$ cat config.mk
export PLATFORM = sky130hd
export DESIGN_NAME = npc_front
export DESIGN_NICKNAME = d
export VERILOG_FILES = /design/src/rtl/core/npc_pkg.sv /design/src/rtl/core/npc_front.sv
export SDC_FILE = /design/constraint.sdc
export NUM_CORES = 1
export LEC_CHECK = 0
export BUFFER_PORTS_ARGS = -buffer_cell sky130_fd_sc_hd__buf_2
export CORE_ASPECT_RATIO = 0.7
export CORE_MARGIN = 3
export CORE_UTILIZATION = 31
export CTS_CLUSTER_DIAMETER = 30
export DETAILED_ROUTE_END_ITERATION = 12
export SLEW_MARGIN = 20
export SYNTH_ARGS = -nofsm -noshare
export SYNTH_HDL_FRONTEND = slang
export SYNTH_SLANG_ARGS = --single-unit
$ cat constraint.sdc
create_clock -name clk -period 1.8 [get_ports clk]
set_input_delay 0.45 -clock clk [delete_from_list [all_inputs] [get_ports clk]]
set_output_delay 0.45 -clock clk [all_outputs]
set_load 0.005 [all_outputs]
$ cat src/rtl/core/npc_pkg.sv
// Shared types and constants for the nearest palette color unit.
// Used by npc_front, npc_back, nearest_palette_color_unit and the testbench; no dependencies.
package npc_pkg;

  localparam int CFG_W        = 9;
  localparam int FIELD_W      = 8;
  localparam int DIST_W       = 31;
  localparam logic [DIST_W-1:0] START_DISTANCE = 31'h7fffffff;

  localparam int QUEUE_DEPTH  = 2;
  localparam int Q_PTR_W      = $clog2(QUEUE_DEPTH);
  localparam int Q_CNT_W      = $clog2(QUEUE_DEPTH + 1);

  typedef enum logic [1:0] {
    KIND_WRITE,
    KIND_QUERY,
    KIND_SKIP
  } item_kind_t;

  typedef struct packed {
    item_kind_t         kind;
    logic [FIELD_W-1:0] slot;
    logic [FIELD_W-1:0] red;
    logic [FIELD_W-1:0] green;
    logic [FIELD_W-1:0] blue;
  } item_t;

  typedef struct packed {
    logic  valid;
    item_t item;
  } q_head_t;

  typedef enum logic [1:0] {
    B_IDLE,
    B_SCAN,
    B_DRAIN,
    B_DONE
  } back_state_t;

endpackage

$ cat src/rtl/core/npc_front.sv
// Front end: accepts requests, tags them as palette write, query or dropped write,
// and holds them in a short queue for the back end. Depends on npc_pkg.
module npc_front import npc_pkg::*; #(
  parameter int PALETTE_DEPTH = 256
) (
  input  logic               clk,
  input  logic               rst_n,
  input  logic               in_valid,
  output logic               in_ready,
  input  logic               in_mode,
  input  logic [FIELD_W-1:0] in_entry_index,
  input  logic [FIELD_W-1:0] in_red,
  input  logic [FIELD_W-1:0] in_green,
  input  logic [FIELD_W-1:0] in_blue,
  output q_head_t            head,
  input  logic               pop
);

  item_t              q_r [QUEUE_DEPTH];
  logic [Q_PTR_W-1:0] wr_ptr_r, wr_ptr_nxt;
  logic [Q_PTR_W-1:0] rd_ptr_r, rd_ptr_nxt;
  logic [Q_CNT_W-1:0] cnt_r, cnt_nxt;
  item_t              new_item;
  logic               push;

  always_comb begin
    new_item.slot  = in_entry_index;
    new_item.red   = in_red;
    new_item.green = in_green;
    new_item.blue  = in_blue;
    if (in_mode) begin
      new_item.kind = KIND_QUERY;
    end else if (32'(in_entry_index) < PALETTE_DEPTH) begin
      new_item.kind = KIND_WRITE;
    end else begin
      new_item.kind = KIND_SKIP;
    end
  end

  assign in_ready   = (cnt_r != Q_CNT_W'(QUEUE_DEPTH));
  assign push       = in_valid && in_ready;
  assign head.valid = (cnt_r != '0);
  assign head.item  = q_r[rd_ptr_r];

  always_comb begin
    wr_ptr_nxt = wr_ptr_r;
    rd_ptr_nxt = rd_ptr_r;
    cnt_nxt    = cnt_r;
    if (push) begin
      wr_ptr_nxt = (wr_ptr_r == Q_PTR_W'(QUEUE_DEPTH - 1)) ? '0 : wr_ptr_r + 1'b1;
    end
    if (pop && head.valid) begin
      rd_ptr_nxt = (rd_ptr_r == Q_PTR_W'(QUEUE_DEPTH - 1)) ? '0 : rd_ptr_r + 1'b1;
    end
    case ({push, pop && head.valid})
      2'b10:   cnt_nxt = cnt_r + 1'b1;
      2'b01:   cnt_nxt = cnt_r - 1'b1;
      default: cnt_nxt = cnt_r;
    endcase
  end

  always_ff @(posedge clk) begin
    if (!rst_n) begin
      wr_ptr_r <= '0;
      rd_ptr_r <= '0;
      cnt_r    <= '0;
    end else begin
      wr_ptr_r <= wr_ptr_nxt;
      rd_ptr_r <= rd_ptr_nxt;
      cnt_r    <= cnt_nxt;
    end
  end

  always_ff @(posedge clk) begin
    if (push) begin
      q_r[wr_ptr_r] <= new_item;
    end
  end

endmodule

==> metrics.txt <==
fin crit share=101%; placed cells=302; multi-input logic area=568 um^2; setup slack after layout=-0.0244 ns; status=finished with violations; I/O pins=73; CTS tree=yes; Die X=116 um; Die H=82.9 um; Critical Path RT=1.35 ns; most common cell after layout, fill and taps aside=edfxtp_1; n_diodes=0; Clock transition at path regs=0.05 ns; Cell Pwr Density=1450 nW/um^2; max frequency=548 MHz; FF+latch count, synth=71; yosys warns=0; Via density=4.39; TritonRoute pass-1 iters=3; fin cells=318; Worst Path Max Fanout=14; GR Overflow Total=0; Max rail drop VDD=0.784 mV; Util after Layout=44.6%; H-Tree Depth=3; largest net degree at the start of global routing=20; synthesized area=2620 um^2; Port Buf Inserts=71; Remaining DRCs=0; DR vias=1,395; worst setup path class=flop to primary output; MaxCap Viol Count=0; Synth Area per Inst=20.3 um^2; Inserted Clock Buffers=9; Worst Skew=0.00218 ns; starting density of the core=32.6%; share of cells above drive strength 1=57.1%; TritonCTS Sinks=71; Arrival @ worst endpoint=1.37 ns; leakage power total=1.37 nW; die footprint=9610 um^2; post-synthesis sequential area ratio=79.5%; Filler Cell Count=727; vias in the first global route=1,480; nets=251; total track usage=11.3%; wire per inst=15.7 um; Clock Tree Buf Depth=2; first-pass GRT wire length=7820 um; layout overhead on the synthesized area=36.8%; Std-Cell Rows=27; most frequent cells in the layout=edfxtp_1 (66), buf_2 (55), mux2_2 (17); Setup Viol. Count Final=17; Netlist cell types=22; GP Congestion=0.700; Max Slew Vio Count=0; initial DRC count=24; final hold violation count=0; register area=2090 um^2; crit start category=flop; Root Driver=clkbuf_16; DRT antenna net count=0; RSZ-0062 raised after global routing=yes; WL final=4980 um; Clk Latency, worst-skew pair=0.32 ns; core area=8040 um^2; Setup crit end kind=primary output; failing checks=negative setup slack; initial antenna violation count=1; Tightest Hold Check Type=input pin to flop; DP Wirelength=3160 um; Cells after Synth=129; post-synth net total=167; fin crit period=1.82 ns
## cell type report
class / count / area share [%]
clock buffer: 12 / 6.60
sequential: 71 / 58.2
multi-input combinational: 52 / 15.8
timing repair buffer: 78 / 15.4
clock inverter: 3 / 0.314
inverter: 1 / 0.105
tap: 101 / 3.53
## registers in the layout, summed over array words and instances (netlist names), named ones only
name / count
q_r: 66
wr_ptr_r: 1
cnt_r: 2
rd_ptr_r: 1
## repair_timing
action,in CTS,in global routing
cloned,1,0
setup endpoints to repair,33,33
hold buffers,0,0
setup buffers,0,0
gates resized for setup,24,14
## where the power goes
group / switching, mW / internal, mW / leakage (nW) / total, mW
registers: 0.100 / 2.10 / 0.659 / 2.20
clock network: 0.575 / 0.909 / 0.119 / 1.48
logic: 0.615 / 0.918 / 0.596 / 1.53
## cells in the mapped netlist (all sizes together)
master / number / area [um^2]
nand2: 1 / 3.75
inv: 1 / 3.75
conb: 1 / 3.75
and2: 1 / 6.26
edfxtp: 66 / 1980
buf: 5 / 27.5
o21a: 1 / 7.51
o21ai: 1 / 5.00
dfxtp: 5 / 100
a21bo: 1 / 10.0
and3: 1 / 6.26
nand3b: 1 / 7.51
ha: 1 / 12.5
xnor2: 3 / 26.3
a21boi: 2 / 15.0
or3: 1 / 6.26
nand2b: 1 / 6.26
nor2b: 2 / 12.5
mux2: 33 / 372
or2: 1 / 6.26
## kinds of logic after synthesis
| family | after synthesis | synth area share, % |
|---|---|---|
| AOI/OAI and AO/OA | 5 | 1.43 |
| xor gates and xnor gates | 3 | 1.00 |
| adders and majority gates | 1 | 0.477 |
| buffers and inverters | 6 | 1.19 |
| DFF | 71 | 79.5 |
| muxes | 33 | 14.2 |
| other | 1 | 0.143 |
| and+or+nand+nor | 9 | 2.10 |
## routing by layer
layer	vias to the layer above	wire (um)	global-route usage (%)
met5	-	20	0
met1	658	2250	13.8
li1	663	-	-
met4	2	82	5.06
met2	62	2040	15.0
met3	10	583	7.87
## worst max-delay path: stages (launching register included)
cell	delay, ns
dfxtp_4	0.41
buf_12	0.16
mux2_2	0.34
buf_2	0.13
## final timing paths
kind,start,endpoint,slack [ns],cells past startpoint
setup reg to reg,cnt_r[0],cnt_r[1],0.23,5
hold reg to reg,cnt_r[1],cnt_r[1],0.52,2
hold / removal,in_green[1],q_r[1][9],0.31,1
setup / recovery,flop,head[2],-0.02,3
## metrics by stage
stage	power, mW	TNS [ns]	hold slack (ns)	cell area, um^2	setup WS, ns
floorplan	2.89	0	0.479	2620	0.0678
global placement	3.41	0	0.503	3130	0.233
detailed placement	3.42	0	0.517	3130	0.222
CTS	5.20	-1.24	0.293	3510	-0.0560
global route	5.50	-1.66	0.299	3580	-0.0748
finish	5.22	-0.272	0.314	3580	-0.0244
No activity file was read; power rests on OpenSTA's default activity.
